<file path="src/hdl/two_level_feedback_scheduler_assert.svh">
// Assertion macros shared by the scheduler RTL.
// Each macro expects clk and rst to be visible at the point of use.
`ifndef TWO_LEVEL_FEEDBACK_SCHEDULER_ASSERT_SVH
`define TWO_LEVEL_FEEDBACK_SCHEDULER_ASSERT_SVH

// Consequent must hold in the same cycle as the antecedent.
`define TLFS_ASSERT_NOW(lbl, ante, cons, msg) \
  lbl: assert property (@(posedge clk) disable iff (rst) (ante) |-> (cons)) else $error(msg);

// Consequent must hold in the cycle after the antecedent.
`define TLFS_ASSERT_NEXT(lbl, ante, cons, msg) \
  lbl: assert property (@(posedge clk) disable iff (rst) (ante) |=> (cons)) else $error(msg);

`endif

</file>
<file path="src/hdl/tlfs_pkg.sv">
// ----------------------------------------------------------------------------
// tlfs_pkg
// Shared types, codes and constants of the two-level feedback scheduler.
// ----------------------------------------------------------------------------
`default_nettype none

package tlfs_pkg;

  localparam int unsigned TLFS_NUM_THREADS = 16;
  localparam int unsigned ID_W             = 4;
  localparam int unsigned TIME_W           = 16;

  localparam logic [TIME_W-1:0] FIRST_QUANTUM_RST  = 16'd40;
  localparam logic [TIME_W-1:0] SECOND_QUANTUM_RST = 16'd60;
  localparam logic [TIME_W-1:0] TICK_INTERVAL_RST  = 16'd20;

  // Event codes.
  localparam logic [2:0] MODE_TICK     = 3'd0;
  localparam logic [2:0] MODE_ADD      = 3'd1;
  localparam logic [2:0] MODE_FINISHED = 3'd2;
  localparam logic [2:0] MODE_BLOCKED  = 3'd3;
  localparam logic [2:0] MODE_WAKE_ONE = 3'd4;
  localparam logic [2:0] MODE_WAKE_ALL = 3'd5;

  // Configuration register indexes.
  localparam logic [1:0] REG_FIRST_QUANTUM  = 2'd0;
  localparam logic [1:0] REG_SECOND_QUANTUM = 2'd1;
  localparam logic [1:0] REG_TICK_INTERVAL  = 2'd2;

  typedef enum logic [2:0] {
    ST_IDLE,
    ST_EXEC,
    ST_DISPATCH,
    ST_WAKE,
    ST_DONE
  } state_t;

  // Controls for one cell of a queue chain.
  typedef struct packed {
    logic shift;
    logic load;
  } cell_ctl_t;

  // Request to one queue.
  typedef struct packed {
    logic            push;
    logic            pop;
    logic [ID_W-1:0] push_id;
  } fifo_ctl_t;

  // Thread id reduced modulo the thread count by repeated subtraction.
  function automatic logic [ID_W-1:0] id_slot(input logic [ID_W-1:0] id,
                                              input int unsigned n);
    logic [8:0] v;
    logic [8:0] m;
    v = {5'd0, id};
    m = 9'(n);
    for (int k = 0; k < 8; k++) begin
      if (v >= m) begin
        v = v - m;
      end
    end
    return v[ID_W-1:0];
  endfunction

endpackage

`default_nettype wire

</file>
<file path="src/hdl/tlfs_cell.sv">
// ----------------------------------------------------------------------------
// tlfs_cell
// One entry of a queue chain: loads a new id or takes its neighbor's id.
// ----------------------------------------------------------------------------
`default_nettype none

module tlfs_cell (
  input  wire logic                  clk,
  input  wire tlfs_pkg::cell_ctl_t   ctl,
  input  wire logic [tlfs_pkg::ID_W-1:0] load_id,
  input  wire logic [tlfs_pkg::ID_W-1:0] shift_id,
  output logic [tlfs_pkg::ID_W-1:0]      val
);
  import tlfs_pkg::*;

  // A load wins over the shift from the neighbor.
  always_ff @(posedge clk) begin
    if (ctl.load) begin
      val <= load_id;
    end else if (ctl.shift) begin
      val <= shift_id;
    end
  end

endmodule

`default_nettype wire

</file>
<file path="src/hdl/tlfs_fifo.sv">
// ----------------------------------------------------------------------------
// tlfs_fifo
// Id queue built as a chain of cells; the head sits in cell zero.
// ----------------------------------------------------------------------------
`default_nettype none

module tlfs_fifo #(
  parameter int unsigned NUM_THREADS = tlfs_pkg::TLFS_NUM_THREADS,
  localparam int unsigned CNT_W = $clog2(NUM_THREADS + 1)
) (
  input  wire logic                       clk,
  input  wire logic                       rst,
  input  wire tlfs_pkg::fifo_ctl_t        ctl,
  output logic [tlfs_pkg::ID_W-1:0]       head,
  output logic [CNT_W-1:0]                count
);
  import tlfs_pkg::*;

  logic [ID_W-1:0]  vals [NUM_THREADS];
  logic             push_ok;
  logic [CNT_W-1:0] load_pos;

  // A push into a full queue is dropped.
  assign push_ok  = ctl.push && (count != CNT_W'(NUM_THREADS));
  assign load_pos = ctl.pop ? (count - CNT_W'(1)) : count;
  assign head     = vals[0];

  // Fill count.
  always_ff @(posedge clk) begin
    if (rst) begin
      count <= '0;
    end else begin
      count <= count + CNT_W'(push_ok) - CNT_W'(ctl.pop);
    end
  end

  // Chain of cells shifting toward the head on a pop.
  for (genvar i = 0; i < NUM_THREADS; i++) begin : g_cell
    cell_ctl_t       cctl;
    logic [ID_W-1:0] nb;
    assign cctl.shift = ctl.pop;
    assign cctl.load  = push_ok && (load_pos == CNT_W'(i));
    if (i == NUM_THREADS - 1) begin : g_last
      assign nb = '0;
    end else begin : g_mid
      assign nb = vals[i+1];
    end
    tlfs_cell u_cell (
      .clk      (clk),
      .ctl      (cctl),
      .load_id  (ctl.push_id),
      .shift_id (nb),
      .val      (vals[i])
    );
  end

endmodule

`default_nettype wire

</file>
<file path="src/hdl/two_level_feedback_scheduler.sv">
// ----------------------------------------------------------------------------
// two_level_feedback_scheduler
// Two-level feedback thread scheduler with level-one, level-two and blocked
// queues kept as chains of cells.
// ----------------------------------------------------------------------------
// Usage: an event (mode, thread_id) is taken on a clock edge where start is
// high and busy is low. When the event is handled, done is high for exactly
// one cycle and running_id, is_idle and the three queue counts show the state
// after the event; the receiver cannot stall and must take it then.
// The event is handled in EXEC and done is shown in DONE; a tick that demotes
// the running thread passes through DISPATCH between them, since the push
// into level two and the following dispatch use separate cycles. Wake all
// pops one blocked thread per cycle, first in EXEC and then in WAKE, until
// the blocked queue is empty. A new event may be accepted in the done cycle.
// Configuration writes (cfg_wr_en, cfg_index, cfg_data) take effect at the
// next edge. They must be made only while no event is in progress; the block
// itself does not enforce this.
// Synchronous reset empties all queues, makes the scheduler idle and loads
// the default quanta and tick interval. Per-thread time entries hold no
// value until the thread is first added.
// ----------------------------------------------------------------------------
`default_nettype none
`include "two_level_feedback_scheduler_assert.svh"

module two_level_feedback_scheduler #(
  parameter int unsigned NUM_THREADS = tlfs_pkg::TLFS_NUM_THREADS
) (
  input  wire logic                         clk,
  input  wire logic                         rst,
  input  wire logic                         start,
  output logic                              busy,
  output logic                              done,
  input  wire logic [2:0]                   mode,
  input  wire logic [tlfs_pkg::ID_W-1:0]    thread_id,
  input  wire logic                         cfg_wr_en,
  input  wire logic [1:0]                   cfg_index,
  input  wire logic [tlfs_pkg::TIME_W-1:0]  cfg_data,
  output logic [tlfs_pkg::ID_W-1:0]         running_id,
  output logic                              is_idle,
  output logic [4:0]                        first_count,
  output logic [4:0]                        second_count,
  output logic [4:0]                        blocked_count
);
  import tlfs_pkg::*;

  localparam int unsigned CNT_W = $clog2(NUM_THREADS + 1);
  localparam int unsigned AW    = $clog2(NUM_THREADS);

  state_t state, state_next;

  logic [2:0]        mode_q;
  logic [ID_W-1:0]   id_q;
  logic [ID_W-1:0]   running, running_next;
  logic              idle_flag, idle_next;
  logic [TIME_W-1:0] first_q, second_q, tick_ival;

  fifo_ctl_t         f1_ctl, f2_ctl, bl_ctl;
  logic [ID_W-1:0]   f1_head, f2_head, bl_head;
  logic [CNT_W-1:0]  f1_cnt, f2_cnt, bl_cnt;

  logic [2*TIME_W-1:0] mem [NUM_THREADS];
  logic [2*TIME_W-1:0] rd_word;
  logic [2*TIME_W-1:0] wr_word;
  logic [AW-1:0]       wr_addr;
  logic                wr_en;
  logic [AW-1:0]       rd_addr;

  logic [TIME_W-1:0] rd_used, rd_limit;
  logic [TIME_W:0]   sum;
  logic              first_ne, second_ne, blk_ne;
  logic              tick_preempt, tick_keep, tick_demote;
  logic              do_dispatch;

  assign first_ne  = (f1_cnt != '0);
  assign second_ne = (f2_cnt != '0);
  assign blk_ne    = (bl_cnt != '0);

  assign rd_limit     = rd_word[2*TIME_W-1:TIME_W];
  assign rd_used      = rd_word[TIME_W-1:0];
  assign sum          = {1'b0, rd_used} + {1'b0, tick_ival};
  assign tick_preempt = (rd_limit == second_q) && first_ne;
  assign tick_keep    = sum < {1'b0, rd_limit};
  assign tick_demote  = !idle_flag && !tick_preempt && !tick_keep;

  // Per-thread time table: {limit, used}, read at the running thread's slot.
  assign rd_addr = AW'(id_slot(running, NUM_THREADS));

  always_ff @(posedge clk) begin
    if (wr_en) begin
      mem[wr_addr] <= wr_word;
    end
    rd_word <= mem[rd_addr];
  end

  // Configuration registers.
  always_ff @(posedge clk) begin
    if (rst) begin
      first_q   <= FIRST_QUANTUM_RST;
      second_q  <= SECOND_QUANTUM_RST;
      tick_ival <= TICK_INTERVAL_RST;
    end else if (cfg_wr_en) begin
      unique case (cfg_index)
        REG_FIRST_QUANTUM:  first_q   <= cfg_data;
        REG_SECOND_QUANTUM: second_q  <= cfg_data;
        REG_TICK_INTERVAL:  tick_ival <= cfg_data;
        default: ;
      endcase
    end
  end

  // Next state.
  always_comb begin
    state_next = state;
    unique case (state) inside
      ST_IDLE, ST_DONE: begin
        state_next = start ? ST_EXEC : ST_IDLE;
      end
      ST_EXEC: begin
        state_next = ST_DONE;
        if (mode_q == MODE_TICK && tick_demote) begin
          state_next = ST_DISPATCH;
        end else if (mode_q == MODE_WAKE_ALL && bl_cnt > CNT_W'(1)) begin
          state_next = ST_WAKE;
        end
      end
      ST_WAKE: begin
        state_next = (bl_cnt > CNT_W'(1)) ? ST_WAKE : ST_DONE;
      end
      ST_DISPATCH: begin
        state_next = ST_DONE;
      end
      default: state_next = ST_IDLE;
    endcase
  end

  // Handshake outputs.
  always_comb begin
    busy = 1'b1;
    done = 1'b0;
    unique case (state)
      ST_IDLE: busy = 1'b0;
      ST_DONE: begin
        busy = 1'b0;
        done = 1'b1;
      end
      default: busy = 1'b1;
    endcase
  end

  // Event datapath: queue requests, table writes and the running thread.
  always_comb begin
    f1_ctl       = '0;
    f2_ctl       = '0;
    bl_ctl       = '0;
    wr_en        = 1'b0;
    wr_addr      = AW'(id_slot(id_q, NUM_THREADS));
    wr_word      = {first_q, {TIME_W{1'b0}}};
    running_next = running;
    idle_next    = idle_flag;
    do_dispatch  = 1'b0;

    if (state == ST_EXEC) begin
      case (mode_q) inside
        MODE_TICK: begin
          if (idle_flag) begin
            do_dispatch = 1'b1;
          end else begin
            wr_en   = 1'b1;
            wr_addr = rd_addr;
            if (tick_preempt) begin
              wr_word        = {rd_limit, {TIME_W{1'b0}}};
              f2_ctl.push    = 1'b1;
              f2_ctl.push_id = running;
              f1_ctl.pop     = 1'b1;
              running_next   = f1_head;
            end else if (tick_keep) begin
              wr_word = {rd_limit, sum[TIME_W-1:0]};
            end else begin
              wr_word        = {second_q, {TIME_W{1'b0}}};
              f2_ctl.push    = 1'b1;
              f2_ctl.push_id = running;
            end
          end
        end
        MODE_ADD: begin
          wr_en          = 1'b1;
          f1_ctl.push    = 1'b1;
          f1_ctl.push_id = id_q;
        end
        MODE_FINISHED: begin
          do_dispatch = 1'b1;
        end
        MODE_BLOCKED: begin
          if (!idle_flag) begin
            bl_ctl.push    = 1'b1;
            bl_ctl.push_id = running;
            do_dispatch    = 1'b1;
          end
        end
        MODE_WAKE_ONE, MODE_WAKE_ALL: begin
          if (blk_ne) begin
            bl_ctl.pop     = 1'b1;
            wr_en          = 1'b1;
            wr_addr        = AW'(id_slot(bl_head, NUM_THREADS));
            f1_ctl.push    = 1'b1;
            f1_ctl.push_id = bl_head;
          end
        end
        default: ;
      endcase
    end else if (state == ST_WAKE) begin
      bl_ctl.pop     = 1'b1;
      wr_en          = 1'b1;
      wr_addr        = AW'(id_slot(bl_head, NUM_THREADS));
      f1_ctl.push    = 1'b1;
      f1_ctl.push_id = bl_head;
    end else if (state == ST_DISPATCH) begin
      do_dispatch = 1'b1;
    end

    // Dispatch: level one first, then level two, else the idle marker.
    if (do_dispatch) begin
      if (first_ne) begin
        f1_ctl.pop   = 1'b1;
        running_next = f1_head;
        idle_next    = 1'b0;
      end else if (second_ne) begin
        f2_ctl.pop   = 1'b1;
        running_next = f2_head;
        idle_next    = 1'b0;
      end else begin
        running_next = '0;
        idle_next    = 1'b1;
      end
    end else if (state == ST_EXEC && mode_q == MODE_TICK && tick_preempt
                 && !idle_flag) begin
      idle_next = 1'b0;
    end
  end

  // Control registers.
  always_ff @(posedge clk) begin
    if (rst) begin
      state     <= ST_IDLE;
      running   <= '0;
      idle_flag <= 1'b1;
    end else begin
      state     <= state_next;
      running   <= running_next;
      idle_flag <= idle_next;
    end
  end

  // Request capture.
  always_ff @(posedge clk) begin
    if (start && !busy) begin
      mode_q <= mode;
      id_q   <= thread_id;
    end
  end

  tlfs_fifo #(.NUM_THREADS(NUM_THREADS)) u_first (
    .clk   (clk),
    .rst   (rst),
    .ctl   (f1_ctl),
    .head  (f1_head),
    .count (f1_cnt)
  );

  tlfs_fifo #(.NUM_THREADS(NUM_THREADS)) u_second (
    .clk   (clk),
    .rst   (rst),
    .ctl   (f2_ctl),
    .head  (f2_head),
    .count (f2_cnt)
  );

  tlfs_fifo #(.NUM_THREADS(NUM_THREADS)) u_blocked (
    .clk   (clk),
    .rst   (rst),
    .ctl   (bl_ctl),
    .head  (bl_head),
    .count (bl_cnt)
  );

  // Result ports.
  assign running_id    = running;
  assign is_idle       = idle_flag;
  assign first_count   = 5'(f1_cnt);
  assign second_count  = 5'(f2_cnt);
  assign blocked_count = 5'(bl_cnt);

  // Checks.
  `TLFS_ASSERT_NEXT(a_accept_busy, start && !busy, busy, "accepted request did not start")
  `TLFS_ASSERT_NOW(a_idle_id, is_idle, running_id == '0, "idle with nonzero running id")
  `TLFS_ASSERT_NEXT(a_done_once, done, !done, "result strobe held two cycles")
  `TLFS_ASSERT_NOW(a_wake_all, done && mode_q == MODE_WAKE_ALL, blocked_count == 5'd0, "wake all left blocked threads")

endmodule

`default_nettype wire

</file>
<file path="config.mk">
export PLATFORM = sky130hd
export DESIGN_NAME = two_level_feedback_scheduler
export DESIGN_NICKNAME = d
export VERILOG_FILES = /design/src/hdl/tlfs_pkg.sv /design/src/hdl/tlfs_cell.sv /design/src/hdl/tlfs_fifo.sv /design/src/hdl/two_level_feedback_scheduler.sv
export VERILOG_INCLUDE_DIRS = /design/src /design/src/hdl
export SDC_FILE = /design/constraint.sdc
export NUM_CORES = 1
export LEC_CHECK = 0
export ABC_CLOCK_PERIOD_IN_PS = 5000
export BUFFER_PORTS_ARGS = -buffer_cell sky130_fd_sc_hd__buf_4
export CORE_MARGIN = 5
export CORE_UTILIZATION = 50
export CTS_BUF_LIST = sky130_fd_sc_hd__clkbuf_16
export DETAILED_ROUTE_END_ITERATION = 12
export PLACE_DENSITY = 0.68
export SETUP_SLACK_MARGIN = 0.1
export SLEW_MARGIN = 20
export SYNTH_ARGS = -nofsm -noshare
export SYNTH_HDL_FRONTEND = slang
export SYNTH_SLANG_ARGS = --single-unit
</file>
<file path="constraint.sdc">
create_clock -name clk -period 5 [get_ports clk]
set_input_delay 1 -clock clk [delete_from_list [all_inputs] [get_ports clk]]
set_output_delay 1 -clock clk [all_outputs]
set_load 0.01 [all_outputs]
</file>
Word-level counts from Yosys, hierarchy flattened
Memories as Yosys holds them, arrays and structs flattened. A register that Yosys moved wholly into a read port is not among the register bits. Cells that the tools add are included.

Logic and storage cells: 455. Memory bits (writable): 512. Input bits: 29. Output and inout bits: 22. Memories kept: 1. Register bits: 270.

$add $sub $neg: 10. Equal/unequal tests: 61. Order comparisons: 2. Mux-type cells: 192. Reduce and logical (&&, ||, !) cells: 130.

Memories: mem (words 16, width 32, read ports 1, clocked after Yosys merged registers in 1, wr ports 1, line two_level_feedback_scheduler.sv:61) `logic [2*TIME_W-1:0] mem [NUM_THREADS];`.

Operators with widths (count): 2-to-1 mux 4 bit (131); 2-to-1 mux 32 bit (5); == test 5 x 4 -> 1 bit (second input constant) (24); nonzero test 2 bit (52); == test 5 x 3 -> 1 bit (second input constant) (12); logical AND 1 bit (60); 2-to-1 mux 1 bit (49); == test 5 x 2 -> 1 bit (second input constant) (6); adder 16 x 16 -> 17 bit (1); < comparator 17 x 16 -> 1 bit (1); == test 16 bit (1); adder 5 x 1 -> 5 bit (3); == test 5 x 1 -> 1 bit (second input constant) (3); zero test 5 bit (3); 2-to-1 mux 5 bit (3); != test 5 bit (second input constant) (3); nonzero test 5 bit (3); subtractor 5 x 1 -> 5 bit (3); subtractor 5 x 1 -> 5 bit (second input constant) (3); == test 3 x 2 -> 1 bit (second input constant) (4); one-hot mux 3 bit (4 select lines) (1); == test 3 bit (second input constant) (3); 2-to-1 mux 3 bit (3); == test 3 x 1 -> 1 bit (second input constant) (2); other kinds (10) (16).

Longest topological paths before layout
Gate-level depths: netlist (run 1).

Depth in word-level cells: 12. Mapped depth: 24. Depth with buffers taken out: 22.

Cells and area by module
Synthesis (run 1) repeated with hierarchy kept, for this count alone.

Cells, all modules: 2050. Area, all modules: 34514.4 sq um.

By module, submodules not included: two_level_feedback_scheduler (area an instance 24526.0 sq um, sequential area each 17346.6 sq um, cells an instance 1381, times used 1); tlfs_cell (area an instance 171.4 sq um, sequential area each 120.1 sq um, cells an instance 9, times used 48); tlfs_fifo (area an instance 586.8 sq um, sequential area each 100.1 sq um, cells an instance 79, times used 3).

Worst setup path before layout (run 1)
No wires, ideal clock.

Kind: reg2reg. Start: reg tick_ival[8]. End: reg u_second.count[4]. Arrival: 5.165 ns. Setup slack: -0.235 ns. Library setup time: 0.070 ns. Period minus slack after synthesis: 5.235 ns. Cell stages (with the launch flop): 22. Data required time: 4.930 ns. Path buffers: 2. Path through: dfxtp_1 -> ha_1 -> a21oi_1 -> o21bai_1 -> a2111oi_0 -> a31oi_1 -> a41oi_1 -> nand2_1 -> ha_1 -> nor2b_1 -> a2111oi_0 -> o211ai_1 -> nor3_2 -> buf_2 -> clkbuf_1 -> a311oi_1 -> ha_1 -> fa_1 -> a21oi_1 -> nor2_1 -> or3_1 -> a21oi_1.

Word-level cells in the longest chain between the ends: 10.

Ends and longest elaborated chain: start, declared (line two_level_feedback_scheduler.sv:55) `logic [TIME_W-1:0] first_q, second_q, tick_ival;`; start signal, assigned (line two_level_feedback_scheduler.sv:105) `REG_TICK_INTERVAL: tick_ival <= cfg_data;`; adder 16 x 16 -> 17 bit (line two_level_feedback_scheduler.sv:80) `assign sum = {1'b0, rd_used} + {1'b0, tick_ival};`; < comparator 17 x 16 -> 1 bit (line two_level_feedback_scheduler.sv:82) `assign tick_keep = sum < {1'b0, rd_limit};`; 2-to-1 mux 1 bit (line two_level_feedback_scheduler.sv:176) `end else if (tick_keep) begin`; 2-to-1 mux 1 bit (line two_level_feedback_scheduler.sv:170) `if (tick_preempt) begin`; 2-to-1 mux 1 bit (line two_level_feedback_scheduler.sv:165) `if (idle_flag) begin`; 2-to-1 mux 1 bit (line two_level_feedback_scheduler.sv:163) `case (mode_q) inside`; 2-to-1 mux 1 bit (line two_level_feedback_scheduler.sv:162) `if (state == ST_EXEC) begin`; logical AND 1 bit (line tlfs_fifo.sv:24) `assign push_ok = ctl.push && (count != CNT_W'(NUM_THREADS));`; adder 5 x 1 -> 5 bit (line tlfs_fifo.sv:33) `count <= count + CNT_W'(push_ok) - CNT_W'(ctl.pop);`; subtractor 5 x 1 -> 5 bit (line tlfs_fifo.sv:33); end signal, assigned (line tlfs_fifo.sv:33); end, declared (line tlfs_fifo.sv:15) `output logic [CNT_W-1:0] count`.

No other way between the ends. A chain may end at the register's enable or synchronous reset.

Final worst setup path (run 1)
Start: reg rd_word[8] (read register of mem). End: reg u_second.count[4].

Word-level cells in the longest chain between the ends: 10.

Ends and longest elaborated chain: start, declared (line two_level_feedback_scheduler.sv:62) `logic [2*TIME_W-1:0] rd_word;`; adder 16 x 16 -> 17 bit (line two_level_feedback_scheduler.sv:80); < comparator 17 x 16 -> 1 bit (line two_level_feedback_scheduler.sv:82); 2-to-1 mux 1 bit (line two_level_feedback_scheduler.sv:176); 2-to-1 mux 1 bit (line two_level_feedback_scheduler.sv:170); 2-to-1 mux 1 bit (line two_level_feedback_scheduler.sv:165); 2-to-1 mux 1 bit (line two_level_feedback_scheduler.sv:163); 2-to-1 mux 1 bit (line two_level_feedback_scheduler.sv:162); logical AND 1 bit (line tlfs_fifo.sv:24); adder 5 x 1 -> 5 bit (line tlfs_fifo.sv:33); subtractor 5 x 1 -> 5 bit (line tlfs_fifo.sv:33).

No other way between the ends.

==> impl_metrics.ini, run 1 <==
[status]
run_status = finished clean

[drt]
drc = 0
vias_per_cell = 5.88
drt-total-wl_mm = 76.7
wire_per_inst_um = 24.0
ant_nets = 0
drt_iter0_drc = 1824
vias = 18800
first_pass_iters = 5

[final_layout]
syn2layout_area_growth_pct = 13.3
layout-drive-gt1-share = 0.292
fin_area_um2 = 39200
fin_nets = 2279

[sta]
layout_setup_ws_ns = 0.258
rsz0062_at_grt = false
min_period_ns = 4.74
setup_viol = 0
fin_setup_tns_ns = 0
worstMarginPinSlew_ns = 0.985
timing.fmax_mhz = 211
hold_viol_final = 0
finClkSkew_ns = 0.0310
min_period_over_period = 0.948
drv_slew = 0
slew_headroom = 0.343

[critical_path]
cpPeakStageDelay_ns = 0.41
path_buf_inv = 2
worstSetupEndpointType = flip-flop
path_cells = ha_2 > nand4_1 > buf_4 > nor3b_2 > o31ai_2 > nand3b_1 > a21oi_2 > xnor2_1 > ha_1 > a21oi_1 > nor2b_1 > a2111oi_1 > o211ai_1 > buf_4 > nor3_4 > a311oi_1 > ha_2 > fa_2 > a21oi_1 > nor2_1 > or3_1 > a21oi_2
worstRegToRegCells = 22
required_ns = 5.55
rrSetupSlack_ns = 0.26
worstSetupPathType = flip-flop to flip-flop
reg2reg_to = u_second.count[4]
crit_fanout = 7
arrival_ns = 5.29
cp-start-kind = flip-flop
slowest_stage = ha_2
rr_startpoint = rd_word[8]
crit_family = adder cells

[pwr]
p_int_w = 0.0114
p_seq_frac = 0.511
p_sw_w = 0.00339
sw_frac_of_total = 0.229
clkPwrFrac = 0.413
power_density_nw_per_um2 = 378
p_leak_nw = 12.6
vdd_drop_max_v = 0.000327
pwr-share-comb = 0.076

[grt]
grt.total_usage = 0.205
overflow = 0
grt_pass1_wl_mm = 116
grt_pass1_vias = 19100
antenna_found_initial = 4
grt_max_degree = 73

[place]
portBuffers = 50
pre_cts_ws_ns = 0.0916
gp_congestion = 0.916
dp_hpwl_mm = 46.3
place_area_um2 = 36300

[clock_tree]
hold_buffers = 0
cts.reportedPaths.clkPinSlew_ns = 0.06
root_buffer = clkbuf_16
cts_sinks = 814
numCtsBuffers = 83
clk_path_buf_depth = 3
cts_tree = done
worstSkewPairLatency_ns = 0.65
h-tree-depth = 3

[synth]
synthArstFlopShare = 0
ys_dominant_reg_cell = edfxtp_1
yosysWarnings = 0
syn_nets = 2195
synth_top_family_by_area = multiplexers
synth.top_cell.area_share = 0.616
synth-seq-cells = 814
syn-cell-area_um2 = 34600
yosys.area.top_type = edfxtp_1
ys_seq_area_frac = 0.676
ys_top_cells_by_area = edfxtp_1 62%, mux4_2 10%, dfxtp_1 6.0%, mux2_2 5.9%, ha_1 2.2%
synth_commonest_cells = 711 x edfxtp_1, 187 x nand2_1, 181 x mux2_2
synth_xor_xnor_area_share = 0.00935
synth_enable_flop_cells = 711
yosys.area_share.simple = 0.0670
synthMuxAreaShare = 0.168
netlist_instances = 2102
ys_types = 73
yosysMostFrequentCell = edfxtp_1
synth_compound_area_frac = 0.0391
avgSynthCellArea_um2 = 16.5
synth-adder-area-share = 0.0240

[die]
start_util = 0.504
core_area_um2 = 68700
die-area_um2 = 74700
io_pins = 51
die-width_um = 273
die_y_um = 273
rows = 96

[min_path]
min_to = first_q[2]
hold_class = flip-flop to flip-flop
hold_depth = 2
hold_start = first_q[2]

[flow_run]
max_cap_violations = 0
worst max-delay path by stage:
stage	slack, ns	from	endpoint	cells past startpoint
detailed placement	0.09	tick_ival[8]	u_second.count[4]	20
global placement	0.24	tick_ival[8]	u_second.count[4]	20
global route	0.009	tick_ival[9]	u_second.count[4]	21
floorplan	0.18	tick_ival[0]	u_second.count[4]	24
finish	0.26	rd_word[8]	u_second.count[4]	22
CTS	0.15	tick_ival[0]	u_second.count[4]	23
cells by family (layout without fill, tap and decap cells):
kind of cell	Yosys count	count (layout)
DFF	814	814
muxes	358	358
adders and majority gates	64	64
xor gates and xnor gates	37	37
AOI/OAI and AO/OA	215	215
buffers and inverters	155	310
other	0	2
and+or+nand+nor	459	459
power by group through the flow:
stage                     clock network, W  registers (W)  logic [W]
final                              0.00612        0.00757    0.00113
after global routing               0.00653        0.00758    0.00123
after CTS                          0.00623        0.00757    0.00111
after detailed placement                 0        0.00772    0.00110
after global placement                   0        0.00771    0.00106
after floorplan                          0        0.00766   0.000793
metal layers:
layer | part of all wire | global-route usage | vias up
met2 | 0.47 | 0.324 | 613
li1 | - | - | 8358
met1 | 0.44 | 0.292 | 9651
met5 | 0.00017 | 0 | -
met3 | 0.064 | 0.0442 | 147
met4 | 0.026 | 0.0571 | 2
area by class of cell:
type	instances	area [um^2]
well taps	931	1160
clock inverters	71	606
clock buffers	85	2130
flip-flops and latches	814	23400
repair buffers	99	791
diodes	2	5.00
inverters	55	206
multi-input cells	1133	10900
fillers	5305	29500
cell usage in the layout, fill, tap and decap left out, types with 21 or more instances in the layout:
cell type / instances
xor2_1: 23
buf_4: 94
o21ai_0: 35
dfxtp_1: 99
mux2_2: 181
or2_2: 25
nor2_1: 65
clkbuf_16: 85
a21oi_1: 84
nand2_1: 187
edfxtp_1: 711
ha_1: 57
mux4_2: 160
nand3_1: 21
inv_1: 84
registers in the layout (all words and copies together), names as in the netlist, 16 cells and up:
signal / flops
u_blocked.g_cell.u_cell.val: 64
u_first.g_cell.u_cell.val: 64
rd_word: 32
mem: 512
tick_ival: 16
u_second.g_cell.u_cell.val: 64
second_q: 16
first_q: 16
worst min-delay path: cells and delay by family, from the launching register on:
| kind | cells | cell delay [ns] |
|---|---|---|
| DFF | 1 | 0.31 |
| and+or+nand+nor | 1 | 0.05 |
| AOI/OAI and AO/OA | 1 | 0.05 |
what timing repair did:
item	in CTS	in global routing
setup endpoints to repair	49	451
endpoints found under the hold margin	0	0
pin swaps	4	10
resized for setup	0	34
buffers inserted	2	3
stage by stage:
step / util / std cells / power, W / hold WS [ns]
after detailed placement: 0.529 / 3026 / 0.00882 / 0.451
after global placement: 0.529 / 3026 / 0.00878 / 0.444
after floorplan: - / 2102 / 0.00846 / 0.437
final: 0.571 / 3190 / 0.0148 / 0.458
after CTS: 0.569 / 3184 / 0.0149 / 0.459
after global routing: 0.571 / 3188 / 0.0153 / 0.481
No activity file was read; power rests on OpenSTA's default activity.
==> run 2: changes to the inputs <==
--- a/config.mk
+++ b/config.mk
@@ -14,7 +14,8 @@
 export DETAILED_ROUTE_END_ITERATION = 12
 export PLACE_DENSITY = 0.68
 export SETUP_SLACK_MARGIN = 0.1
-export SLEW_MARGIN = 20
+export SLEW_MARGIN = 25
 export SYNTH_ARGS = -nofsm -noshare
 export SYNTH_HDL_FRONTEND = slang
+export SYNTH_HIERARCHICAL = 1
 export SYNTH_SLANG_ARGS = --single-unit
==> impl_metrics.ini, run 2 <==
[drt]
ant_nets = 0
drt_iter0_drc = 1731
vias_per_cell = 5.92
drc = 0
drt-total-wl_mm = 78.0
first_pass_iters = 5
wire_per_inst_um = 24.4
vias = 18900

[synth]
ys_seq_area_frac = 0.678
synth_commonest_cells = 711 x edfxtp_1, 193 x mux2_2, 160 x mux4_2
synth.top_cell.area_share = 0.619
yosysMostFrequentCell = edfxtp_1
ys_dominant_reg_cell = edfxtp_1
ys_types = 76
synth-adder-area-share = 0.0233
netlist_instances = 2050
yosys.area.top_type = edfxtp_1
synth_compound_area_frac = 0.0386
ys_top_cells_by_area = edfxtp_1 62%, mux4_2 10%, mux2_2 6.3%, dfxtp_1 6.0%, ha_1 2.1%
avgSynthCellArea_um2 = 16.8
synthMuxAreaShare = 0.169
syn-cell-area_um2 = 34500
synth_enable_flop_cells = 711
yosys.area_share.simple = 0.0654
yosysWarnings = 6
synth_xor_xnor_area_share = 0.00964
synthArstFlopShare = 0
synth_top_family_by_area = multiplexers
synth-seq-cells = 814

[critical_path]
required_ns = 5.48
arrival_ns = 5.24
crit_fanout = 6
worstSetupEndpointType = flip-flop
worstSetupPathType = flip-flop to flip-flop
cp-start-kind = flip-flop

[final_layout]
final_util = 0.572
final_cell_mix = 711 x edfxtp_1, 193 x mux2_2, 160 x mux4_2
fin_area_um2 = 39300
fin_nets = 2282
final_common_cell = edfxtp_1
largest_register_ffs = 512
syn2layout_area_growth_pct = 13.7
largest-register = mem
layout-drive-gt1-share = 0.309

[grt]
overflow = 0
grt.total_usage = 0.209
grt_pass1_vias = 19500
antenna_found_initial = 4
grt_pass1_wl_mm = 119
grt_max_degree = 133

[place]
dp_hpwl_mm = 47.6
pre_cts_ws_ns = -0.0227
portBuffers = 50
gp_congestion = 0.889
place_area_um2 = 36400

[sta]
drv_slew = 0
setup_viol = 0
timing.fmax_mhz = 210
rsz0062_at_grt = true
hold_viol_final = 0
hold_ws_ns = 0.461
min_period_ns = 4.76
worstMarginPinSlew_ns = 0.951
layout_setup_ws_ns = 0.243
min_period_over_period = 0.951
finClkSkew_ns = 0.0305
slew_headroom = 0.366

[clock_tree]
numCtsBuffers = 84
h-tree-depth = 3
cts.reportedPaths.clkPinSlew_ns = 0.06
cts_tree = done
root_buffer = clkbuf_16
cts_sinks = 814
worstSkewPairLatency_ns = 0.63
hold_buffers = 0
clk_path_buf_depth = 3

[pwr]
pwr-share-comb = 0.073
sw_frac_of_total = 0.226
power_density_nw_per_um2 = 370
p_sw_w = 0.00327
p_int_w = 0.0112
clkPwrFrac = 0.404
p_leak_nw = 12.5
p_total_w = 0.0145
vdd_drop_max_v = 0.000361
p_seq_frac = 0.523

[die]
die-width_um = 273
core_area_um2 = 68600
die-area_um2 = 74400
rows = 96
die_y_um = 273
start_util = 0.503
io_pins = 51

[min_path]
hold_class = flip-flop to flip-flop

[status]
run_status = finished clean

[flow_run]
max_cap_violations = 0
## run 2: area by class of cell
| type | count | area, um^2 |
|---|---|---|
| clock buffers | 88 | 2200 |
| fillers | 5175 | 29300 |
| well taps | 931 | 1160 |
| inverters | 56 | 210 |
| flip-flops and latches | 814 | 23400 |
| repair buffers | 116 | 950 |
| diodes | 2 | 5.00 |
| multi-input cells | 1119 | 10900 |
| clock inverters | 68 | 397 |
## run 2: power groups by stage
stage                     Clock [W]  Combinational [W]  Sequential (W)
final                       0.00586            0.00107         0.00758
after global routing        0.00629            0.00116         0.00759
after CTS                   0.00596            0.00105         0.00758
after detailed placement          0            0.00104         0.00772
after global placement            0            0.00102         0.00772
after floorplan                   0           0.000724         0.00768
## run 2: worst max-delay path, stage by stage (launching register included)
cell,delay [ns]
dfxtp_2,0.33
ha_4,0.16
inv_2,0.05
fa_2,0.22
nor2b_2,0.05
o31a_1,0.33
o21ai_2,0.16
a21oi_2,0.08
o21ai_1,0.15
mux2i_1,0.25
nand3_1,0.10
ha_1,0.31
a211o_1,0.13
a21oi_1,0.08
a21o_1,0.16
a41o_1,0.23
o211a_4,0.16
a21oi_4,0.22
nand2_1,0.09
ha_1,0.29
inv_1,0.06
ha_2,0.17
inv_2,0.04
fa_2,0.35
o21bai_1,0.18
a21oi_2,0.08
xnor2_1,0.13
nor2_1,0.05
## run 2: worst paths after layout
path                startpoint  depth (start not counted)  slack (ns)                end
setup / recovery  tick_ival[0]                         27        0.24  u_second/count[4]
hold / removal      first_q[7]                          2        0.46         first_q[7]
setup reg to reg  tick_ival[0]                         27        0.24  u_second/count[4]
hold reg to reg     first_q[7]                          2        0.46         first_q[7]
## run 2: logic make-up (layout without fill, tap and decap cells)
logic type / count (synthesis) / after routing
flip-flops: 814 / 814
other: 3 / 14
adder cells (fa/ha/maj): 62 / 62
AND/OR/NAND/NOR: 455 / 455
AO/OA/AOI/OAI: 192 / 192
XOR/XNOR: 38 / 38
multiplexers: 360 / 360
buffers and inverters: 126 / 328
## run 2: repair_timing
action,CTS,global route
pin swaps,1,23
setup buffers,0,11
resized for setup,6,37
endpoints found under the setup margin,62,468
## run 2: routing by layer
| metal | part of all wire | global-route usage | vias to the layer above |
|---|---|---|---|
| met3 | 0.057 | 0.0298 | 120 |
| met1 | 0.43 | 0.295 | 9830 |
| li1 | - | - | 8339 |
| met4 | 0.022 | 0.0568 | 0 |
| met2 | 0.49 | 0.346 | 613 |
| met5 | 0 | 0 | - |
## run 2: stage by stage
stage          instances  TNS [ns]
2_1_floorplan       2059         0
3_3_place_gp        3025         0
3_5_place_dp        3025   -0.0680
4_1_cts             3181         0
5_1_grt             3192   -0.0523
6_report            3194         0
